`src/rtl/ncc_pkg.sv`:
```
// Shared types and constants for the nearest-centroid classifier.
`default_nettype none

package ncc_pkg;

    localparam int DATA_W  = 16;
    localparam int IDX_W   = 4;
    localparam int CLASS_W = 4;
    localparam int REG_W   = 5;
    localparam int APB_AW  = 3;
    localparam int APB_DW  = 32;
    localparam int SQ_W    = 32;

    localparam logic [REG_W-1:0] REG_RESET_VALUE = 5'd16;

    // Register indexes, taken from paddr[2].
    localparam logic [0:0] REG_NUM_CLUSTERS  = 1'b0;
    localparam logic [0:0] REG_VECTOR_LENGTH = 1'b1;

    typedef struct packed {
        logic [REG_W-1:0] num_clusters;
        logic [REG_W-1:0] vector_length;
        logic             clear;
    } ncc_cfg_t;

endpackage

`default_nettype wire

```
`src/rtl/ncc_cfg.sv`:
```
// APB configuration registers: cluster count and vector length.
`default_nettype none

module ncc_cfg (
    input  wire logic                          clk,
    input  wire logic                          rst_n,
    input  wire logic                          psel,
    input  wire logic                          penable,
    input  wire logic                          pwrite,
    input  wire logic [ncc_pkg::APB_AW-1:0]    paddr,
    input  wire logic [ncc_pkg::APB_DW-1:0]    pwdata,
    output logic      [ncc_pkg::APB_DW-1:0]    prdata,
    output logic                               pready,
    output ncc_pkg::ncc_cfg_t                  cfg
);

    import ncc_pkg::*;

    logic [REG_W-1:0] num_clusters_reg;
    logic [REG_W-1:0] num_clusters_next;
    logic [REG_W-1:0] vector_length_reg;
    logic [REG_W-1:0] vector_length_next;
    logic             wr_en;
    logic [0:0]       reg_sel;

    assign pready  = 1'b1;
    assign wr_en   = psel && penable && pwrite;
    assign reg_sel = paddr[2];

    always_comb
    begin
        num_clusters_next  = num_clusters_reg;
        vector_length_next = vector_length_reg;
        if (wr_en)
        begin
            case (reg_sel)
                REG_NUM_CLUSTERS:  num_clusters_next  = pwdata[REG_W-1:0];
                REG_VECTOR_LENGTH: vector_length_next = pwdata[REG_W-1:0];
                default:           num_clusters_next  = num_clusters_reg;
            endcase
        end
    end

    always_ff @(posedge clk or negedge rst_n)
    begin
        if (!rst_n)
        begin
            num_clusters_reg  <= REG_RESET_VALUE;
            vector_length_reg <= REG_RESET_VALUE;
        end
        else
        begin
            num_clusters_reg  <= num_clusters_next;
            vector_length_reg <= vector_length_next;
        end
    end

    always_comb
    begin
        case (reg_sel)
            REG_NUM_CLUSTERS:  prdata = APB_DW'(num_clusters_reg);
            REG_VECTOR_LENGTH: prdata = APB_DW'(vector_length_reg);
            default:           prdata = '0;
        endcase
    end

    // Any register write abandons a query in progress.
    assign cfg.num_clusters  = num_clusters_reg;
    assign cfg.vector_length = vector_length_reg;
    assign cfg.clear         = wr_en;

endmodule

`default_nettype wire

```
`config.mk`:
```
export PLATFORM = sky130hd
export DESIGN_NAME = ncc_cfg
export DESIGN_NICKNAME = d
export VERILOG_FILES = /design/src/rtl/ncc_pkg.sv /design/src/rtl/ncc_cfg.sv
export SDC_FILE = /design/constraint.sdc
export NUM_CORES = 1
export LEC_CHECK = 0
export BUFFER_PORTS_ARGS = -buffer_cell sky130_fd_sc_hd__buf_4
export CAP_MARGIN = 20
export CORE_ASPECT_RATIO = 0.8
export CORE_MARGIN = 10
export CORE_UTILIZATION = 32
export DETAILED_ROUTE_END_ITERATION = 6
export GPL_TIMING_DRIVEN = 0
export PLACE_DENSITY = 0.79
export SLEW_MARGIN = 20
export SYNTH_ARGS = -nofsm -noshare
export SYNTH_HDL_FRONTEND = slang
export SYNTH_SLANG_ARGS = --single-unit
```
`constraint.sdc`:
```
create_clock -name clk -period 0.91 [get_ports clk]
set_input_delay 0.091 -clock clk [delete_from_list [all_inputs] [get_ports clk]]
set_output_delay 0.091 -clock clk [all_outputs]
set_load 0.005 [all_outputs]
```
==> results.yml <==
clocking:
  cts_tree: "built"
  clockRootBuffer: "clkbuf_4"
  path_clk_slew_ns: 0.06
  cts_htree_levels: 1
  cts.sinks: 10
  clock_path_buffers: 2
  clock_latency_ns: 0.25
  numCtsBuffers: 3
power_and_ir_drop:
  power_frac_seq_pct: 33.0
  p_sw_uw: 513
  p_clk_share_pct: 15.7
  p_int_mw: 1.42
  leakagePower_nw: 0.695
  power_density_nw_per_um2: 1570
  p_sw_share_pct: 26.6
  power_frac_comb_pct: 51.3
  worst_ir_drop_vdd_mv: 1.08
floorplan:
  die_h_um: 61.9
  fp.coreArea_um2: 2120
  die-area_um2: 4470
  ios: 84
  num_rows: 15
  start_util_pct: 33.0
  chipWidth_um: 72.3
global_route:
  grt_pass1_wl_um: 2810
  grt_pass1_vias: 603
  antenna_found_initial: 0
  grt_overflow: 0
  groute.usage.overall_pct: 7.94
  grt_start_max_net_pins: 11
final_layout:
  design_area_um2: 1230
  drive_gt1_share_pct: 69.3
  antenna_cells: 0
  fin_nets: 168
  fillers: 173
  fin_util_pct: 58.0
  seq_area_um2: 253
  synthToLayoutAreaGrowth_pct: 75.5
  multi_input_area_um2: 328
critical_path:
  critical_path.max_stage_delay_ns: 0.40
  crit_family: "flip-flops"
  cp_num_buf_inv: 1
  path_cells: "mux2_4 -> buf_6"
  cpMaxStageDelayCell: "dfrtp_1"
  cp-start-kind: "register"
  worst-setup-path-type: "register to output port"
  setup.worst_path.end_class: "output port"
  r2r_end: "vector_length_reg[0]"
  cp.depth: 2
  worstPathArrival_ns: 1.06
  required_ns: 0.82
  crit_path_end: "prdata[0]"
  r2r_setup_slack_ns: -0.11
  r2r_cells: 3
  critPathLaunch: "num_clusters_reg[0]"
  crit_fanout: 2
  r2r-start: "vector_length_reg[0]"
detailed_routing:
  post_drt_wl_per_cell_um: 13.2
  drcViolationCount: 0
  vias_per_cell: 3.65
  wl_um: 2010
  first_iter_violations: 0
  num_vias: 555
  firstDrtPassIters: 1
  ant_nets: 0
synth:
  yosys-top-cells-count: "buf_4 (29), mux2_2 (15), dfrtp_1 (8)"
  synthTopCellsByArea: "buf_4 (31%), dfrtp_1 (29%), mux2_2 (24%)"
  ys_async_sr_fraction_pct: 100
  synth_area_leader_cell: "buf_4"
  syn_area_um2: 701
  ys_seq_area_share_pct: 36.1
  yosys.area.top_type_share_pct: 31.1
  synth_ff_type: "dfrtp_1"
  synth_most_common_cell: "buf_4"
  synth_edf_count: 0
  avgSynthCellArea_um2: 11.7
  ys_ff_latch: 10
  yosys_warnings: 0
  synth.distinct_cells: 9
  netlist_instances: 60
timing:
  hold_violations: 0
  setup_ws_ns: -0.238
  hold_ws_ns: 0.0736
  post-route-period-util_pct: 126
  fmax_mhz: 871
  finalSetupViolations: 16
  slew_viol_final: 0
  finClkSkew_ns: 0
  rsz0062_at_grt: "true"
  period_minus_slack_ns: 1.15
placed_design:
  gp_congestion: 0.612
  io_buffers: 25
  placedInstanceArea_um2: 1020
  dp.final_hpwl_um: 1530
outcome:
  status: "finished with violations"
  violations: "setup timing"
hold_path:
  holdCritPathClass: "input port to register"
job:
  cap_viol_max_count: 0
## area by class of cell
| type | count | area share [%] |
|---|---|---|
| clock buffer | 4 | 2.14 |
| tap | 25 | 2.54 |
| multi-input combinational | 46 | 26.7 |
| timing repair buffer | 37 | 29.5 |
| sequential | 10 | 20.5 |
| buffer | 30 | 18.6 |
## worst min-delay path by stage
| stage | from | end | slack [ns] | cells after the start |
|---|---|---|---|---|
| 2_1_floorplan | rst_n | num_clusters_reg[0] | -0.20 | 0 |
| 3_3_place_gp | rst_n | num_clusters_reg[3] | -0.08 | 1 |
| 3_5_place_dp | rst_n | vector_length_reg[3] | -0.08 | 1 |
| 4_1_cts | pwdata[1] | num_clusters_reg[1] | 0.07 | 2 |
| 5_1_grt | pwdata[1] | vector_length_reg[1] | 0.07 | 2 |
| 6_report | pwdata[1] | vector_length_reg[1] | 0.07 | 2 |
## worst register-to-register path, cell delays in order (launching register included)
cell,delay [ns]
dfrtp_1,0.40
buf_4,0.15
buf_6,0.10
mux2_2,0.25
## what timing repair did
action | CTS | global route
hold buffers | 1 | 0
endpoints found under the hold margin | 10 | 0
setup endpoints to repair | 7 | 19
gates resized for setup | 7 | 18
buffers inserted | 10 | 1
## metrics by stage
step                power [mW]  worst slack [ns]  setup TNS (ns)  instances
floorplan                0.918             0.114               0         86
finish                    1.93            -0.238           -2.14        152
detailed placement        1.25            0.0249               0        136
CTS                       1.76            -0.213           -2.04        151
global route              2.04            -0.262           -2.63        152
global placement          1.23            0.0399               0        136
## layer usage
layer  track usage, %  vias up  wire length [µm]
met3             5.24        0               323
met2             15.9       31              1120
li1                 -      274                 -
met5                0        -                 0
met1             6.30      250               570
met4             1.65        0                 0
## logic make-up after synthesis
group         after synthesis  share of synthesized area (%)
mux                        15                           24.1
flops                      10                           36.1
simple gates                3                           6.07
buf+inv                    30                           32.7
other cells                 2                           1.07
## cells in the final DEF (no fill, tap or decap)
| cell | Yosys | final |
|---|---|---|
| and3_1 | 1 | 1 |
| buf_6 | 1 | 23 |
| clkbuf_1 | 0 | 1 |
| dfrtp_1 | 8 | 8 |
| dlygate4sd3_1 | 0 | 1 |
| nand4_2 | 1 | 1 |
| buf_4 | 29 | 43 |
| mux2_2 | 15 | 12 |
| dfstp_2 | 2 | 2 |
| conb_1 | 2 | 28 |
| mux2_4 | 0 | 3 |
| nand4b_4 | 1 | 1 |
| clkbuf_4 | 0 | 3 |
## power groups by stage
stage          combinational (mW)  sequential (mW)  clock (mW)
6_report                    0.990            0.636       0.303
5_1_grt                      1.07            0.644       0.333
4_1_cts                     0.841            0.611       0.309
3_5_place_dp                0.615            0.638           0
3_3_place_gp                0.601            0.629           0
2_1_floorplan               0.284            0.633           0
(Power assumes the default switching activity.)
