File: config.mk
export PLATFORM = sky130hd
export DESIGN_NAME = ncc_engine
export DESIGN_NICKNAME = d
export VERILOG_FILES = /design/src/rtl/ncc_pkg.sv /design/src/rtl/ncc_ram.sv /design/src/rtl/ncc_engine.sv
export SDC_FILE = /design/constraint.sdc
export NUM_CORES = 2
export LEC_CHECK = 0
export ABC_CLOCK_PERIOD_IN_PS = 8500
export BUFFER_PORTS_ARGS = -buffer_cell sky130_fd_sc_hd__buf_2
export CORE_MARGIN = 2
export CORE_UTILIZATION = 59
export CTS_BUF_LIST = sky130_fd_sc_hd__clkbuf_4 sky130_fd_sc_hd__clkbuf_8
export DETAILED_ROUTE_END_ITERATION = 6
export GPL_TIMING_DRIVEN = 0
export PLACE_DENSITY_LB_ADDON = 0.08
export SYNTH_ARGS = -nofsm -noshare
export SYNTH_HDL_FRONTEND = slang
export SYNTH_HIERARCHICAL = 1
export SYNTH_MEMORY_MAX_BITS = 65536
export SYNTH_SLANG_ARGS = --single-unit
File: constraint.sdc
create_clock -name clk -period 8.5 [get_ports clk]
set_clock_uncertainty 0.2 [all_clocks]
set_input_delay 1.7 -clock clk [delete_from_list [all_inputs] [get_ports clk]]
set_output_delay 1.7 -clock clk [all_outputs]
set_load 0.01 [all_outputs]
File: src/rtl/ncc_pkg.sv
// Shared types and constants for the nearest-centroid classifier.
`default_nettype none

package ncc_pkg;

    localparam int DATA_W  = 16;
    localparam int IDX_W   = 4;
    localparam int CLASS_W = 4;
    localparam int REG_W   = 5;
    localparam int APB_AW  = 3;
    localparam int APB_DW  = 32;
    localparam int SQ_W    = 32;

    localparam logic [REG_W-1:0] REG_RESET_VALUE = 5'd16;

    // Register indexes, taken from paddr[2].
    localparam logic [0:0] REG_NUM_CLUSTERS  = 1'b0;
    localparam logic [0:0] REG_VECTOR_LENGTH = 1'b1;

    typedef struct packed {
        logic [REG_W-1:0] num_clusters;
        logic [REG_W-1:0] vector_length;
        logic             clear;
    } ncc_cfg_t;

endpackage

`default_nettype wire

File: src/rtl/ncc_ram.sv
// Generic simple dual-port RAM with one write port and a registered read port.
`default_nettype none

module ncc_ram #(
    parameter int WIDTH = 16,
    parameter int DEPTH = 256
) (
    input  wire logic                                   clk,
    input  wire logic                                   we,
    input  wire logic [(DEPTH > 1 ? $clog2(DEPTH) : 1)-1:0] waddr,
    input  wire logic [WIDTH-1:0]                       wdata,
    input  wire logic                                   re,
    input  wire logic [(DEPTH > 1 ? $clog2(DEPTH) : 1)-1:0] raddr,
    output logic      [WIDTH-1:0]                       rdata
);

    logic [WIDTH-1:0] mem [DEPTH];

    always_ff @(posedge clk)
    begin
        if (we)
        begin
            mem[waddr] <= wdata;
        end
        if (re)
        begin
            rdata <= mem[raddr];
        end
    end

endmodule

`default_nettype wire

File: src/rtl/ncc_engine.sv
// Distance engine: centroid and distance-sum memories with a three-stage read-modify-write pass.
`default_nettype none

module ncc_engine #(
    parameter int MAX_CLUSTERS = 16,
    parameter int MAX_DIM      = 16
) (
    input  wire logic                            clk,
    input  wire logic                            rst_n,
    input  wire ncc_pkg::ncc_cfg_t               cfg,
    input  wire logic                            in_valid,
    output logic                                 in_ready,
    input  wire logic                            mode,
    input  wire logic [ncc_pkg::IDX_W-1:0]       centroid_index,
    input  wire logic [ncc_pkg::IDX_W-1:0]       element_index,
    input  wire logic signed [ncc_pkg::DATA_W-1:0] sample_value,
    output logic                                 out_valid,
    input  wire logic                            out_ready,
    output logic      [ncc_pkg::CLASS_W-1:0]     class_index
);

    import ncc_pkg::*;

    localparam int CW    = (MAX_CLUSTERS > 1) ? $clog2(MAX_CLUSTERS) : 1;
    localparam int DW    = (MAX_DIM > 1) ? $clog2(MAX_DIM) : 1;
    localparam int NCW   = $clog2(MAX_CLUSTERS + 1);
    localparam int VLW   = $clog2(MAX_DIM + 1);
    localparam int AW    = CW + DW;
    localparam int CDEPTH = 1 << AW;
    localparam int SDEPTH = 1 << CW;
    localparam int SUM_W = SQ_W + ((MAX_DIM > 1) ? $clog2(MAX_DIM) : 0);

    // Control state.
    logic          a_busy_reg, a_busy_next;
    logic [CW-1:0] a_c_reg, a_c_next;
    logic          b_v_reg, b_last_c_reg;
    logic [CW-1:0] b_c_reg;
    logic          c_v_reg, c_last_c_reg;
    logic [CW-1:0] c_c_reg;
    logic [DW-1:0] elem_cnt_reg, elem_cnt_next;
    logic          out_valid_reg, out_valid_next;

    // Payload of the item in flight.
    logic signed [DATA_W-1:0] x_reg;
    logic [DW-1:0]            pos_reg;
    logic                     q_first_reg;
    logic                     q_last_reg;
    logic [CW-1:0]            nc_last_reg;
    logic [SQ_W-1:0]          sq_reg;
    logic [SUM_W-1:0]         best_d_reg;
    logic [CW-1:0]            best_c_reg;
    logic [CLASS_W-1:0]       class_reg, class_next;

    logic [NCW-1:0]     nc_clamped;
    logic [VLW-1:0]     vl_clamped;
    logic [CW-1:0]      nc_last;
    logic [VLW-1:0]     pos_plus_one;
    logic               elem_is_last;
    logic               pipe_idle;
    logic               accept;
    logic               load_we;
    logic [AW-1:0]      load_addr;
    logic [DATA_W-1:0]  cent_rdata;
    logic [SUM_W-1:0]   sum_rdata;
    logic [SUM_W-1:0]   sum_old;
    logic [SUM_W-1:0]   sum_new;
    logic               better;
    logic signed [DATA_W:0] diff;
    logic [DATA_W-1:0]  abs_diff;

    always_comb
    begin
        if (cfg.num_clusters == '0)
        begin
            nc_clamped = NCW'(1);
        end
        else if (32'(cfg.num_clusters) > MAX_CLUSTERS)
        begin
            nc_clamped = NCW'(MAX_CLUSTERS);
        end
        else
        begin
            nc_clamped = NCW'(cfg.num_clusters);
        end

        if (cfg.vector_length == '0)
        begin
            vl_clamped = VLW'(1);
        end
        else if (32'(cfg.vector_length) > MAX_DIM)
        begin
            vl_clamped = VLW'(MAX_DIM);
        end
        else
        begin
            vl_clamped = VLW'(cfg.vector_length);
        end
    end

    assign nc_last      = CW'(nc_clamped - NCW'(1));
    assign pos_plus_one = VLW'(elem_cnt_reg) + VLW'(1);
    assign elem_is_last = (pos_plus_one >= vl_clamped);

    assign pipe_idle = !a_busy_reg && !b_v_reg && !c_v_reg;
    assign in_ready  = pipe_idle && (!out_valid_reg || out_ready);
    assign accept    = in_valid && in_ready;

    // Centroid writes that fall outside the table are dropped.
    assign load_we   = accept && !mode
                       && (32'(centroid_index) < MAX_CLUSTERS)
                       && (32'(element_index) < MAX_DIM);
    assign load_addr = {CW'(centroid_index), DW'(element_index)};

    ncc_ram #(
        .WIDTH (DATA_W),
        .DEPTH (CDEPTH)
    ) u_centroid_ram (
        .clk   (clk),
        .we    (load_we),
        .waddr (load_addr),
        .wdata (sample_value),
        .re    (a_busy_reg),
        .raddr ({a_c_reg, pos_reg}),
        .rdata (cent_rdata)
    );

    // The first element of a query ignores what the sum memory holds, so it
    // never needs clearing.
    ncc_ram #(
        .WIDTH (SUM_W),
        .DEPTH (SDEPTH)
    ) u_sum_ram (
        .clk   (clk),
        .we    (c_v_reg),
        .waddr (c_c_reg),
        .wdata (sum_new),
        .re    (b_v_reg),
        .raddr (b_c_reg),
        .rdata (sum_rdata)
    );

    // Stage B: difference and square.
    always_comb
    begin
        diff = {x_reg[DATA_W-1], x_reg} - {cent_rdata[DATA_W-1], cent_rdata};
        if (diff[DATA_W])
        begin
            abs_diff = DATA_W'(-diff);
        end
        else
        begin
            abs_diff = diff[DATA_W-1:0];
        end
    end

    // Stage C: accumulate and track the running minimum.
    assign sum_old = q_first_reg ? '0 : sum_rdata;
    assign sum_new = sum_old + SUM_W'(sq_reg);
    assign better  = (c_c_reg == '0) || (sum_new < best_d_reg);

    always_comb
    begin
        a_busy_next    = a_busy_reg;
        a_c_next       = a_c_reg;
        elem_cnt_next  = elem_cnt_reg;
        out_valid_next = out_valid_reg;
        class_next     = class_reg;

        if (out_valid_reg && out_ready)
        begin
            out_valid_next = 1'b0;
        end

        if (a_busy_reg)
        begin
            if (a_c_reg == nc_last_reg)
            begin
                a_busy_next = 1'b0;
            end
            else
            begin
                a_c_next = a_c_reg + CW'(1);
            end
        end

        if (accept && mode)
        begin
            a_busy_next = 1'b1;
            a_c_next    = '0;
            if (elem_is_last)
            begin
                elem_cnt_next = '0;
            end
            else
            begin
                elem_cnt_next = DW'(pos_plus_one);
            end
        end

        if (c_v_reg && c_last_c_reg && q_last_reg)
        begin
            out_valid_next = 1'b1;
            class_next     = better ? CLASS_W'(c_c_reg) : CLASS_W'(best_c_reg);
        end

        if (cfg.clear)
        begin
            elem_cnt_next = '0;
        end
    end

    always_ff @(posedge clk or negedge rst_n)
    begin
        if (!rst_n)
        begin
            a_busy_reg    <= 1'b0;
            a_c_reg       <= '0;
            b_v_reg       <= 1'b0;
            b_c_reg       <= '0;
            b_last_c_reg  <= 1'b0;
            c_v_reg       <= 1'b0;
            c_c_reg       <= '0;
            c_last_c_reg  <= 1'b0;
            elem_cnt_reg  <= '0;
            out_valid_reg <= 1'b0;
        end
        else
        begin
            a_busy_reg    <= a_busy_next;
            a_c_reg       <= a_c_next;
            b_v_reg       <= a_busy_reg;
            b_c_reg       <= a_c_reg;
            b_last_c_reg  <= (a_c_reg == nc_last_reg);
            c_v_reg       <= b_v_reg;
            c_c_reg       <= b_c_reg;
            c_last_c_reg  <= b_last_c_reg;
            elem_cnt_reg  <= elem_cnt_next;
            out_valid_reg <= out_valid_next;
        end
    end

    always_ff @(posedge clk)
    begin
        if (accept && mode)
        begin
            x_reg       <= sample_value;
            pos_reg     <= elem_cnt_reg;
            q_first_reg <= (elem_cnt_reg == '0);
            q_last_reg  <= elem_is_last;
            nc_last_reg <= nc_last;
        end
        sq_reg    <= SQ_W'(abs_diff * abs_diff);
        class_reg <= class_next;
        if (c_v_reg && q_last_reg && better)
        begin
            best_d_reg <= sum_new;
            best_c_reg <= c_c_reg;
        end
    end

    assign out_valid   = out_valid_reg;
    assign class_index = class_reg;

endmodule

`default_nettype wire

==> out/metrics.cfg <==
[outcome]
status = finished, violations left
violations = DRC, capacitance limit, slew limit, setup timing

[synth]
yosysUniqueCellTypes = 84
synth_edf_count = 4794
ys.warnings.count = 6
ys_async_sr_fraction_pct = 0.4539
synth_area_mm2 = 0.1962
ys_seq_area_share_pct = 73.95
postSynthNetCount = 10240
post_synth.cell_area_avg_um2 = 19.94
ys.flop_type = edfxtp_1
synth-seq-cells = 4847
synthCells = 9840

[clock_network]
cts_tree = yes
cts_buffers = 755
clock-sinks = 4847
clk_pin_slew_worst_paths_ns = 0.06
htreeDepth = 6
clockBufferDepth = 4
root_buffer = clkbuf_8
clk_latency_ns = 1.30
cts_hold_buf = 0

[timing]
setup_slack_ns = -0.3534
finalCriticalPeriod_ns = 8.853
worst_pin_slew_ns = 1.612
setup_violations = 4
hold_viol = 0
fin_crit_sh_pct = 104.2
fmax_mhz = 113.0
slew_viol_final = 70
max_slew_margin_pct = -8.317
rsz0062_at_grt = yes

[cells_and_area]
area_growth_pct = 14.91
largest_register = u_centroid_ram/mem
fin_nets = 11470
multiInputGateArea_mm2 = 0.04909
nFillCells = 21200
design_area_mm2 = 0.2255
seq_area_mm2 = 0.1451
reg_top3 = u_centroid_ram/mem (4096), u_sum_ram/mem (576)
largest_register_ffs = 4096
drive_gt1_share_pct = 29.17

[run]
maxCapViolCount = 9

[worst_setup_path]
worstPathArrival_ns = 9.84
cp-end-kind = flip-flop
crit_required_ns = 9.49
reg2regPathDepth = 33
cp.depth = 33
cp-start-kind = flip-flop
worstPathBufferInverterCount = 6
worst_path_max_delay_cell = fa_1
cpMostUsedCell = fa_1
worstPathMaxFanout = 7
critPathMaxStageDelay_ns = 0.56
cp_top_family = adder cells
r2r_slack_ns = -0.35
worst-setup-path-type = reg2reg

[grt]
grt_usage_pct = 34.80
antenna_found_initial = 34
grt_overflow = 0
grt_pass1_wl_um = 811900
grt_pass1_vias = 106000
grt_max_degree = 153

[routing]
num_vias = 108600
dr.first_iter.drc_count = 15460
finalWirelength_um = 590100
first_pass_iters = 7
postRouteAntennaNets = 0
top_layer = met5
met1_length_um = 214900
avgRoutedWirePerCell_um = 36.76
wl_met3_um = 75060
dr_wl_met2_um = 268000
drc_errors = 7
vias_per_cell = 6.767

[placement]
place_area_mm2 = 0.2085
io_buffers = 41
pre_cts_slack_ns = -1.979
post-dp-hpwl_um = 402400
place.gp.congestion = 1.003

[min_path]
min_delay_path_depth = 0
hold_path.class = reg2reg

[floorplan]
initial_core_util_pct = 59.33
ios = 46
dieArea_mm2 = 0.3373
die_w_um = 580.7
coreArea_mm2 = 0.3308
fp-row-count = 211
die_height_um = 580.7

-- cell usage in the layout (no fill, tap or decap), drive strengths merged, types with 28 or more instances in the layout --
cell type  count
ha           190
a21oi        253
o22ai        152
o21ai         79
diode         29
a221oi        28
edfxtp      4794
xnor2         68
nand2        168
inv          353
nor2b         58
mux2          94
a22o          37
mux2i        567
buf          726
fa           165
o221ai       253
nor3         116
mux4         941
a22oi        116
dfxtp         31
a21o          48
clkinv       270
nand4         40
clkbuf      1280
nand3         52
nor2         444
-- worst paths after layout --
kind,to,startpoint
min in group asynchronous,elem_cnt_reg[2]$_DFFE_PN0P_,rst_n
max in group asynchronous,b_v_reg$_DFF_PN0_,rst_n
worst max-delay path,sq_reg[31]$_DFF_P_,x_reg[4]$_DFFE_PP_
worst max register to register,sq_reg[31]$_DFF_P_,x_reg[4]$_DFFE_PP_
worst min-delay path,c_last_c_reg$_DFF_PN0_,b_last_c_reg$_DFF_PN0_
worst min register to register,c_last_c_reg$_DFF_PN0_,b_last_c_reg$_DFF_PN0_
-- worst reg2reg max path, delay by kind of cell (launching register included) --
kind / cells / cell delay, ns
compound gates: 11 / 2.11
fa+ha+maj: 8 / 3.60
flops: 1 / 0.36
simple gates: 4 / 1.08
buf+inv: 6 / 0.58
xor+xnor: 4 / 0.90
-- logic make-up after synthesis --
group / synth area share [%]
multiplexers: 14.23
AO/OA/AOI/OAI: 3.989
buffers and inverters: 2.147
adder cells (fa/ha/maj): 2.895
flip-flops: 73.95
XOR/XNOR: 0.4603
AND/OR/NAND/NOR: 2.326
-- cell usage after synthesis (40+ instances only) --
cell         n  area, µm²
a22oi_1    116      870.8
a21o_1      48      360.4
buf_6       84      945.9
nand2_1    168      630.6
o22ai_1    152      950.9
clkbuf_1   261      979.7
xnor2_1     60      525.5
nand3_1     52      260.3
mux2_2      94       1059
mux4_2     941      21190
inv_1      318       1194
fa_1       165       3303
mux2i_1    567       5675
o221ai_1   252       2207
nand4_1     40      250.2
buf_2       96      480.5
a21oi_1    250       1251
nor2_1     444       1667
o21ai_0     78      390.4
nor2b_1     58      362.9
ha_1       190       2377
nor3_1     116      580.6
edfxtp_1  4794     144000
-- what timing repair did --
item,in CTS,in global routing
buffers inserted,77,49
pin swaps,91,116
gates resized for setup,155,93
endpoints found under the setup margin,62,58
cloned,3,0
-- area by class of cell --
class                      count  area share [%]
clock inverter               326          0.8778
antenna                       29         0.03218
tap                         4366           2.422
clock buffer                1018           5.542
inverter                     324          0.5460
sequential                  4847           64.36
multi-input combinational   4156           21.77
buffer                       514           1.377
timing repair buffer         474           3.076
-- through the flow --
step / instances / hold WS [ns] / TNS (ns) / utilization [%]
final: 16050 / 0.1558 / -1.060 / 68.17
after global placement: 14250 / 0.1337 / -128.32 / 61.08
after global routing: 16030 / 0.1728 / -2.808 / 68.15
after detailed placement: 14550 / 0.1411 / -99.25 / 63.02
after floorplan: 9840 / 0.1312 / 0 / -
after CTS: 15970 / 0.1325 / -1.203 / 67.84
-- routing by layer --
layer | GRT usage [%] | vias to the layer above
met4 | 15.98 | 14
li1 | - | 43050
met2 | 52.10 | 7314
met1 | 47.68 | 56990
met3 | 10.40 | 1279
met5 | 0 | -
Power is not shown: default switching activity piles up to over one toggle a cycle in this logic, so the estimate is an artifact.
